## src/rtl/core/scfp_pkg.sv

```systemverilog
// Shared types, character codes and sizes for the serial command frame parser.
// No dependencies; every other file of the block imports this package.
`default_nettype none
package scfp_pkg;

	// Frame characters
	localparam logic [7:0] CH_LT = 8'h3C;  // '<'
	localparam logic [7:0] CH_GT = 8'h3E;  // '>'
	localparam logic [7:0] CH_F  = 8'h46;  // 'F'
	localparam logic [7:0] CH_R  = 8'h52;  // 'R'
	localparam logic [7:0] CH_1  = 8'h31;  // '1'
	localparam logic [7:0] CH_H  = 8'h48;  // 'H'
	localparam logic [7:0] CH_LF = 8'h0A;
	localparam logic [7:0] CH_CR = 8'h0D;

	localparam int CMD_SIZE_DEF   = 16;
	localparam int FRAME_OVERHEAD = 4;
	localparam int CNT_W          = 5;
	localparam int BYTE_W         = 8;
	localparam int QUEUE_DEPTH    = 4;

	// Result event codes
	typedef enum logic [1:0] {
		EV_PAYLOAD  = 2'd0,
		EV_EMPTY    = 2'd1,
		EV_ERR_CMD  = 2'd2,
		EV_ERR_LONG = 2'd3
	} event_t;

	// Operations handed from the parser to the executor
	typedef enum logic [1:0] {
		OP_STORE    = 2'd0,
		OP_DONE     = 2'd1,
		OP_ERR_CMD  = 2'd2,
		OP_ERR_LONG = 2'd3
	} cmd_op_t;

	typedef struct packed {
		cmd_op_t            op;
		logic [BYTE_W-1:0]  data;   // payload byte for OP_STORE
		logic [CNT_W-1:0]   cnt;    // store index or command length
		logic               dev_type;
		logic               dev_unit;
	} q_entry_t;

endpackage
`default_nettype wire

```

## src/rtl/core/scfp_front.sv

```systemverilog
// Frame parser front end: accepts received bytes, tracks the frame phase and
// turns payload bytes, frame ends and errors into queued operations. Depends on scfp_pkg.
`default_nettype none
module scfp_front #(
	parameter int CMD_SIZE = scfp_pkg::CMD_SIZE_DEF
) (
	input  wire logic                       clk,
	input  wire logic                       arst_n,
	input  wire logic                       in_valid,
	input  wire logic [scfp_pkg::BYTE_W-1:0] rx_byte,
	input  wire logic                       q_full,
	output logic                            in_stall,
	output logic                            q_push,
	output scfp_pkg::q_entry_t              q_entry
);
	import scfp_pkg::*;

	localparam logic [CNT_W-1:0] LIMIT = CNT_W'(CMD_SIZE + FRAME_OVERHEAD);

	typedef enum logic [3:0] {
		P_HUNT = 4'b0001,
		P_TYPE = 4'b0010,
		P_UNIT = 4'b0100,
		P_DATA = 4'b1000
	} phase_t;

	phase_t           phase_q, phase_d;
	logic [CNT_W-1:0] cnt_q, cnt_d;
	logic             type_q, type_d;
	logic             unit_q, unit_d;
	logic             take;

	assign in_stall = q_full;
	assign take     = in_valid && !q_full && rx_byte != CH_LF && rx_byte != CH_CR;

	always_comb begin
		phase_d          = phase_q;
		cnt_d            = cnt_q;
		type_d           = type_q;
		unit_d           = unit_q;
		q_push           = 1'b0;
		q_entry.op       = OP_STORE;
		q_entry.data     = rx_byte;
		q_entry.cnt      = cnt_q;
		q_entry.dev_type = type_q;
		q_entry.dev_unit = unit_q;
		if (take) begin
			unique case (phase_q)
				P_HUNT: begin
					if (rx_byte == CH_LT)
						phase_d = P_TYPE;
				end
				P_TYPE: begin
					if (rx_byte == CH_F || rx_byte == CH_R) begin
						type_d  = (rx_byte == CH_R);
						phase_d = P_UNIT;
					end else begin
						q_push     = 1'b1;
						q_entry.op = OP_ERR_CMD;
						phase_d    = P_HUNT;
					end
				end
				P_UNIT: begin
					if (rx_byte == CH_1 || rx_byte == CH_H) begin
						unit_d  = (rx_byte == CH_H);
						cnt_d   = '0;
						phase_d = P_DATA;
					end else begin
						q_push     = 1'b1;
						q_entry.op = OP_ERR_CMD;
						phase_d    = P_HUNT;
					end
				end
				P_DATA: begin
					if (cnt_q > LIMIT) begin
						q_push     = 1'b1;
						q_entry.op = OP_ERR_LONG;
						phase_d    = P_HUNT;
					end else if (rx_byte == CH_GT) begin
						q_push     = 1'b1;
						q_entry.op = OP_DONE;
						phase_d    = P_HUNT;
					end else if (rx_byte == CH_LT) begin
						// restart at the type byte, count kept until a new unit byte
						phase_d = P_TYPE;
					end else begin
						// the byte at the limit is counted but never read back
						q_push = (cnt_q < LIMIT);
						cnt_d  = cnt_q + CNT_W'(1);
					end
				end
				default: phase_d = P_HUNT;
			endcase
		end
	end

	always_ff @(posedge clk or negedge arst_n) begin
		if (!arst_n) begin
			phase_q <= P_HUNT;
			cnt_q   <= '0;
			type_q  <= 1'b0;
			unit_q  <= 1'b0;
		end else begin
			phase_q <= phase_d;
			cnt_q   <= cnt_d;
			type_q  <= type_d;
			unit_q  <= unit_d;
		end
	end

endmodule
`default_nettype wire

```

## src/rtl/core/scfp_queue.sv

```systemverilog
// Short operation queue between the parser front end and the executor.
// Depends on scfp_pkg for the entry type.
`default_nettype none
module scfp_queue #(
	parameter int DEPTH = scfp_pkg::QUEUE_DEPTH
) (
	input  wire logic               clk,
	input  wire logic               arst_n,
	input  wire logic               push,
	input  wire scfp_pkg::q_entry_t push_entry,
	input  wire logic               pop,
	output scfp_pkg::q_entry_t      head,
	output logic                    full,
	output logic                    empty
);
	import scfp_pkg::*;

	localparam int AW = (DEPTH > 1) ? $clog2(DEPTH) : 1;
	localparam int CW = $clog2(DEPTH + 1);

	q_entry_t        slot_q [DEPTH];
	logic [AW-1:0]   wr_ptr_q, rd_ptr_q;
	logic [CW-1:0]   fill_q;
	logic            do_push, do_pop;

	assign full    = (fill_q == CW'(DEPTH));
	assign empty   = (fill_q == '0);
	assign do_push = push && !full;
	assign do_pop  = pop && !empty;
	assign head    = slot_q[rd_ptr_q];

	always_ff @(posedge clk) begin
		if (do_push)
			slot_q[wr_ptr_q] <= push_entry;
	end

	always_ff @(posedge clk or negedge arst_n) begin
		if (!arst_n) begin
			wr_ptr_q <= '0;
			rd_ptr_q <= '0;
			fill_q   <= '0;
		end else begin
			if (do_push)
				wr_ptr_q <= (wr_ptr_q == AW'(DEPTH - 1)) ? '0 : wr_ptr_q + AW'(1);
			if (do_pop)
				rd_ptr_q <= (rd_ptr_q == AW'(DEPTH - 1)) ? '0 : rd_ptr_q + AW'(1);
			if (do_push && !do_pop)
				fill_q <= fill_q + CW'(1);
			else if (do_pop && !do_push)
				fill_q <= fill_q - CW'(1);
		end
	end

endmodule
`default_nettype wire

```

## src/rtl/core/scfp_back.sv

```systemverilog
// Executor: holds the payload memory, performs queued operations and drives
// the registered result port. Depends on scfp_pkg.
`default_nettype none
module scfp_back #(
	parameter int CMD_SIZE = scfp_pkg::CMD_SIZE_DEF
) (
	input  wire logic                        clk,
	input  wire logic                        arst_n,
	input  wire scfp_pkg::q_entry_t          q_head,
	input  wire logic                        q_empty,
	output logic                             q_pop,
	output logic                             out_valid,
	input  wire logic                        out_stall,
	output logic [1:0]                       event_res,
	output logic [scfp_pkg::BYTE_W-1:0]      payload_byte,
	output logic [scfp_pkg::CNT_W-1:0]       payload_index,
	output logic [scfp_pkg::CNT_W-1:0]       payload_length,
	output logic                             device_type,
	output logic                             device_unit,
	output logic                             last
);
	import scfp_pkg::*;

	localparam int LIMIT  = CMD_SIZE + FRAME_OVERHEAD;
	localparam int MEM_AW = $clog2(LIMIT);

	typedef enum logic [1:0] {
		B_IDLE = 2'b01,
		B_EMIT = 2'b10
	} back_state_t;

	back_state_t         state_q;
	logic [BYTE_W-1:0]   mem [LIMIT];
	logic [BYTE_W-1:0]   rd_data_q;
	logic [MEM_AW-1:0]   idx_q;
	logic [CNT_W-1:0]    len_q;
	logic                typ_q, unit_q;
	logic                out_valid_q;
	logic [1:0]          event_q;
	logic [BYTE_W-1:0]   byte_q;
	logic [CNT_W-1:0]    index_q, length_q;
	logic                dtype_q, dunit_q, last_q;

	logic                out_free, wr_en, rd_en, emit_last;
	logic [MEM_AW-1:0]   rd_addr;

	assign out_free  = !out_valid_q || !out_stall;
	assign q_pop     = (state_q == B_IDLE) && !q_empty
	                   && (q_head.op == OP_STORE || out_free);
	assign wr_en     = q_pop && q_head.op == OP_STORE;
	assign emit_last = (CNT_W'(idx_q) + CNT_W'(1) == len_q);

	always_comb begin
		rd_en   = 1'b0;
		rd_addr = '0;
		if (q_pop && q_head.op == OP_DONE && q_head.cnt != '0)
			rd_en = 1'b1;
		else if (state_q == B_EMIT && out_free && !emit_last) begin
			rd_en   = 1'b1;
			rd_addr = idx_q + MEM_AW'(1);
		end
	end

	always_ff @(posedge clk) begin
		if (wr_en)
			mem[q_head.cnt[MEM_AW-1:0]] <= q_head.data;
		if (rd_en)
			rd_data_q <= mem[rd_addr];
	end

	always_ff @(posedge clk or negedge arst_n) begin
		if (!arst_n) begin
			state_q     <= B_IDLE;
			out_valid_q <= 1'b0;
		end else begin
			unique case (state_q)
				B_IDLE: begin
					if (q_pop && q_head.op != OP_STORE) begin
						out_valid_q <= !(q_head.op == OP_DONE && q_head.cnt != '0);
						if (q_head.op == OP_DONE && q_head.cnt != '0)
							state_q <= B_EMIT;
					end else if (out_valid_q && !out_stall) begin
						out_valid_q <= 1'b0;
					end
				end
				B_EMIT: begin
					if (out_free) begin
						out_valid_q <= 1'b1;
						if (emit_last)
							state_q <= B_IDLE;
					end
				end
				default: state_q <= B_IDLE;
			endcase
		end
	end

	// result and walk registers, no reset needed
	always_ff @(posedge clk) begin
		if (state_q == B_IDLE && q_pop && q_head.op != OP_STORE) begin
			byte_q   <= '0;
			index_q  <= '0;
			length_q <= '0;
			last_q   <= 1'b1;
			typ_q    <= q_head.dev_type;
			unit_q   <= q_head.dev_unit;
			len_q    <= q_head.cnt;
			idx_q    <= '0;
			unique case (q_head.op)
				OP_DONE: begin
					event_q <= EV_EMPTY;
					dtype_q <= q_head.dev_type;
					dunit_q <= q_head.dev_unit;
				end
				OP_ERR_CMD: begin
					event_q <= EV_ERR_CMD;
					dtype_q <= 1'b0;
					dunit_q <= 1'b0;
				end
				default: begin
					event_q <= EV_ERR_LONG;
					dtype_q <= 1'b0;
					dunit_q <= 1'b0;
				end
			endcase
		end else if (state_q == B_EMIT && out_free) begin
			event_q  <= EV_PAYLOAD;
			byte_q   <= rd_data_q;
			index_q  <= CNT_W'(idx_q);
			length_q <= len_q;
			dtype_q  <= typ_q;
			dunit_q  <= unit_q;
			last_q   <= emit_last;
			idx_q    <= idx_q + MEM_AW'(1);
		end
	end

	assign out_valid      = out_valid_q;
	assign event_res      = event_q;
	assign payload_byte   = byte_q;
	assign payload_index  = index_q;
	assign payload_length = length_q;
	assign device_type    = dtype_q;
	assign device_unit    = dunit_q;
	assign last           = last_q;

endmodule
`default_nettype wire

```

## src/rtl/core/serial_command_frame_parser.sv

```systemverilog
// Serial command frame parser. A received byte is taken whenever the four-entry
// operation queue has room (in_stall is high only while it is full); CR and LF are
// dropped. Frames read '<', type 'F' or 'R', unit '1' or 'H', payload, '>'. The
// executor behind the queue writes each payload byte to its memory, and on '>' makes
// the first memory read and then gives one result per cycle while out_stall is low,
// taking no new operation until the last payload result; errors and empty commands
// give a single result. Depends on scfp_pkg, scfp_front, scfp_queue and scfp_back.
`default_nettype none
module serial_command_frame_parser #(
	parameter int CMD_SIZE = scfp_pkg::CMD_SIZE_DEF
) (
	input  wire logic                        clk,
	input  wire logic                        arst_n,
	input  wire logic                        in_valid,
	output logic                             in_stall,
	input  wire logic [scfp_pkg::BYTE_W-1:0] rx_byte,
	output logic                             out_valid,
	input  wire logic                        out_stall,
	output logic [1:0]                       event_res,
	output logic [scfp_pkg::BYTE_W-1:0]      payload_byte,
	output logic [scfp_pkg::CNT_W-1:0]       payload_index,
	output logic [scfp_pkg::CNT_W-1:0]       payload_length,
	output logic                             device_type,
	output logic                             device_unit,
	output logic                             last
);
	import scfp_pkg::*;

	q_entry_t push_entry, head;
	logic     push, pop, full, empty;

	scfp_front #(.CMD_SIZE(CMD_SIZE)) u_front (
		.clk      (clk),
		.arst_n   (arst_n),
		.in_valid (in_valid),
		.rx_byte  (rx_byte),
		.q_full   (full),
		.in_stall (in_stall),
		.q_push   (push),
		.q_entry  (push_entry)
	);

	scfp_queue #(.DEPTH(QUEUE_DEPTH)) u_queue (
		.clk        (clk),
		.arst_n     (arst_n),
		.push       (push),
		.push_entry (push_entry),
		.pop        (pop),
		.head       (head),
		.full       (full),
		.empty      (empty)
	);

	scfp_back #(.CMD_SIZE(CMD_SIZE)) u_back (
		.clk            (clk),
		.arst_n         (arst_n),
		.q_head         (head),
		.q_empty        (empty),
		.q_pop          (pop),
		.out_valid      (out_valid),
		.out_stall      (out_stall),
		.event_res      (event_res),
		.payload_byte   (payload_byte),
		.payload_index  (payload_index),
		.payload_length (payload_length),
		.device_type    (device_type),
		.device_unit    (device_unit),
		.last           (last)
	);

endmodule
`default_nettype wire

```

## config.mk

```make
export PLATFORM = sky130hd
export DESIGN_NAME = serial_command_frame_parser
export DESIGN_NICKNAME = d
export VERILOG_FILES = /design/src/rtl/core/scfp_pkg.sv /design/src/rtl/core/scfp_front.sv /design/src/rtl/core/scfp_queue.sv /design/src/rtl/core/scfp_back.sv /design/src/rtl/core/serial_command_frame_parser.sv
export SDC_FILE = /design/constraint.sdc
export NUM_CORES = 1
export LEC_CHECK = 0
export CORE_MARGIN = 5
export CORE_UTILIZATION = 60
export DETAILED_ROUTE_END_ITERATION = 7
export DONT_BUFFER_PORTS = 1
export PLACE_DENSITY = 0.86
export SLEW_MARGIN = 10
export SYNTH_ARGS = -nofsm -noshare
export SYNTH_HDL_FRONTEND = slang
export SYNTH_SLANG_ARGS = --single-unit
```

## constraint.sdc

```tcl
create_clock -name clk -period 7.52 [get_ports clk]
set_input_delay 1.128 -clock clk [delete_from_list [all_inputs] [get_ports clk]]
set_output_delay 1.128 -clock clk [all_outputs]
set_load 0.02 [all_outputs]
```

==> qor.csv <==
metric,value,unit
status,"complete, no violations",
worst path cell trace,buf_4 > ha_1 > xnor2_4 > xnor2_1 > o41ai_4 > buf_4 > nor2_2 > buf_4 > and3_1 > a221oi_1 > o21ai_0,
Die X,152,µm
post_cts resized,0,
vias in the first global route,7458,
final hold violation count,0,
PwrDens,330,mW/mm²
Mapped Nets,902,
maxcap violations,0,
share of layout cells above drive strength 1,10.1,%
Worst Tran Pin Value,1.14,ns
min-delay worst type,primary input to asynchronous set/reset pin,
DRC,0,
n_diodes,0,
Skew-Pair Late Insertion Delay,0.54,ns
via count,7477,
CP startpoint kind,flop,
final hold slack,0.286,ns
Mapped Area,0.0121,mm²
number of synthesized flops with an enable pin,247,
DR WL/cell,23.5,µm
syn_area_per_cell,13.8,µm²
die area,0.0231,mm²
drt pass-1 iters,6,
critical path's most frequent cell,buf_4,
Pleak,0.00413,µW
Max-slew headroom,24.0,%
Rows,52,
slowest CP cell,buf_4,
Critical Path RT,7.78,ns
GRT overflow,0,
H-tree lvl count,1,
Pins Over Slew Limit,0,
Synth async-reset ratio,7.19,%
crit share post-route,54.5,%
Final TNS setup,0,ns
Post-CTS Setup Bufs,0,
"antenna viol nets, final",0,
Vias per Instance,6.46,
core area,0.0200,mm²
fmax,244,MHz
"slowest stage delay, CP",0.58,ns
setup skew after layout,0.0129,ns
Initial Utilization,60.4,%
first-pass GRT wire length,43100,µm
Worst Setup End Kind,flop,
post-detailed-routing wire length,27200,µm
Worst Path Max Fanout,64,
cells after synthesis,880,
worst-case clock buffer depth,3,
CTS tree,built,
initial antenna violation count,0,
minimum clock period,4.10,ns
post-synthesis sequential area ratio,69.6,%
CTS buffer count,27,
worst path arrival time,4.36,ns
die height,152,µm
GRT Total Usage,23.5,%
CTS Sinks,292,
Top Family by Delay on Critical Path,buffers and inverters,
Total Nets Final,890,
# setup viols final,0,
DR iter-0 viols,905,
RSZ-0062 raised after global routing,no,
Area Overhead vs Synth,8.70,%
Ys Warns,0,
largest net degree at the start of global routing,65,
Crit path buffers/inverters,3,
Worst-path clk slew,0.06,ns
placer congestion estimate,0.899,
Worst Setup Path Type,flop to flop,
CTS root buffer,clkbuf_16,
CTS Hold Bufs,0,
count of input and output buffers,0,
post-synthesis sequential element count,292,
Peak VDD IR,0.000288,V
dominant synthesized flop cell,edfxtp_1,
Synth cell types,59,
io pins,37,
DP HPWL,17700,µm
[metal layers]
| layer | track usage [%] | part of all wire, % |
|---|---|---|
| met5 | 0 | 0 |
| met4 | 8.95 | 4.1 |
| met3 | 3.73 | 8.8 |
| met2 | 39.4 | 50 |
| met1 | 31.3 | 37 |
[stage by stage]
step,total power (µW),util [%],worst slack (ns),instances,instance area [µm²]
after floorplan,2750,-,3.96,880,12100
after global placement,2990,61.4,3.52,1109,12300
after detailed placement,3030,61.4,3.46,1109,12300
after CTS,4340,65.7,3.55,1158,13200
after global routing,4500,65.7,3.20,1158,13200
final,4340,65.7,3.42,1158,13200
[cell usage after synthesis (all sizes together), types with 5 or more instances]
cell,count,area share [%]
edfxtp,247,61
nand2,91,2.8
nor2,55,1.7
o21ai,54,2.2
nand3,39,1.6
nor3,38,1.6
clkbuf,34,1.1
a21oi,33,1.4
dfxtp,24,4.0
dfrtp,19,3.9
nand2b,19,0.98
o31ai,19,1.2
mux4,18,3.3
mux2i,17,1.4
buf,15,0.59
and3,13,0.67
inv,11,0.34
a41oi,9,0.65
ha,9,0.93
xnor2,9,0.81
xor2,9,0.65
a2111oi,7,0.51
a221oi,7,0.51
a31o,7,0.51
a31oi,7,0.36
o32ai,7,0.51
mux2,6,0.56
nor2b,6,0.31
and2,5,0.26
[final cells by class]
class	count	area (µm²)
flip-flops and latches	292	8430
fillers	1344	6880
multi-input cells	527	3440
clock buffers	41	778
well taps	270	338
clock inverters	8	71.3
repair buffers	8	60.1
inverters	12	45.0
[flip-flops by register name, summed over array words and instances, names as in the netlist, 5 cells and up]
signal / count
u_back.mem: 160
u_front.cnt_q: 5
u_queue.slot_q: 68
u_back.rd_data_q: 8
u_back.payload_byte: 8
u_back.payload_length: 5
u_back.len_q: 5
u_back.payload_index: 5
u_back.idx_q: 5
[worst paths after layout]
check | startpoint | to | slack (ns) | depth (start not counted)
setup / recovery | u_back.idx_q[0]$_SDFFE_PP0P_ | u_back.rd_data_q[0]$_DFFE_PP_ | 3.42 | 11
hold / removal | arst_n | u_front.phase_q[2]$_DFFE_PN0P_ | 0.29 | 0
max in group asynchronous | arst_n | u_back.state_q[0]$_DFFE_PN1P_ | 7.06 | 0
setup reg to reg | u_back.idx_q[0]$_SDFFE_PP0P_ | u_back.rd_data_q[0]$_DFFE_PP_ | 3.42 | 11
hold reg to reg | u_queue.fill_q[2]$_DFFE_PN0P_ | u_queue.fill_q[2]$_DFFE_PN0P_ | 0.53 | 1
min in group clk | u_queue.fill_q[2]$_DFFE_PN0P_ | u_queue.fill_q[2]$_DFFE_PN0P_ | 0.53 | 1
[cell families (layout without fill, tap and decap cells)]
kind of cell / count (synthesis) / count (layout) / share of synthesized area [%]
simple gates: 290 / 290 / 11.4
flops: 292 / 292 / 69.6
fa+ha+maj: 10 / 10 / 1.10
compound gates: 168 / 168 / 9.14
buf+inv: 61 / 69 / 2.01
mux: 41 / 41 / 5.31
xor+xnor: 18 / 18 / 1.46
[cells in the final DEF, fill, tap and decap left out, types with 5 or more instances in the layout]
master     Yosys  final
xnor2_1        8      8
o32ai_1        7      7
inv_1         11     11
o21ai_0       53     53
mux2i_1       17     17
clkbuf_16      0     27
buf_4          1      8
a2111oi_0      7      7
clkbuf_8       0      5
nor2b_1        6      6
a31o_2         7      7
a31oi_1        7      7
edfxtp_1     247    247
and2_1         5      5
nand3_1       39     39
nor2_1        54     54
xor2_1         9      9
and3_1        13     13
ha_1           9      9
dfrtp_1       19     19
mux2_2         6      6
clkbuf_1      34      9
a221oi_1       7      7
nand2_1       91     91
a21oi_1       33     32
dfxtp_1       24     23
nand2b_1      19     19
a41oi_1        9      9
mux4_2        18     18
o31ai_1       19     19
nor3_1        38     38
[where the power goes]
part	switching (µW)	internal [µW]
Sequential	133	2020
Combinational	622	257
Clock	566	746
Note: power is estimated with default switching activity, not from simulation.
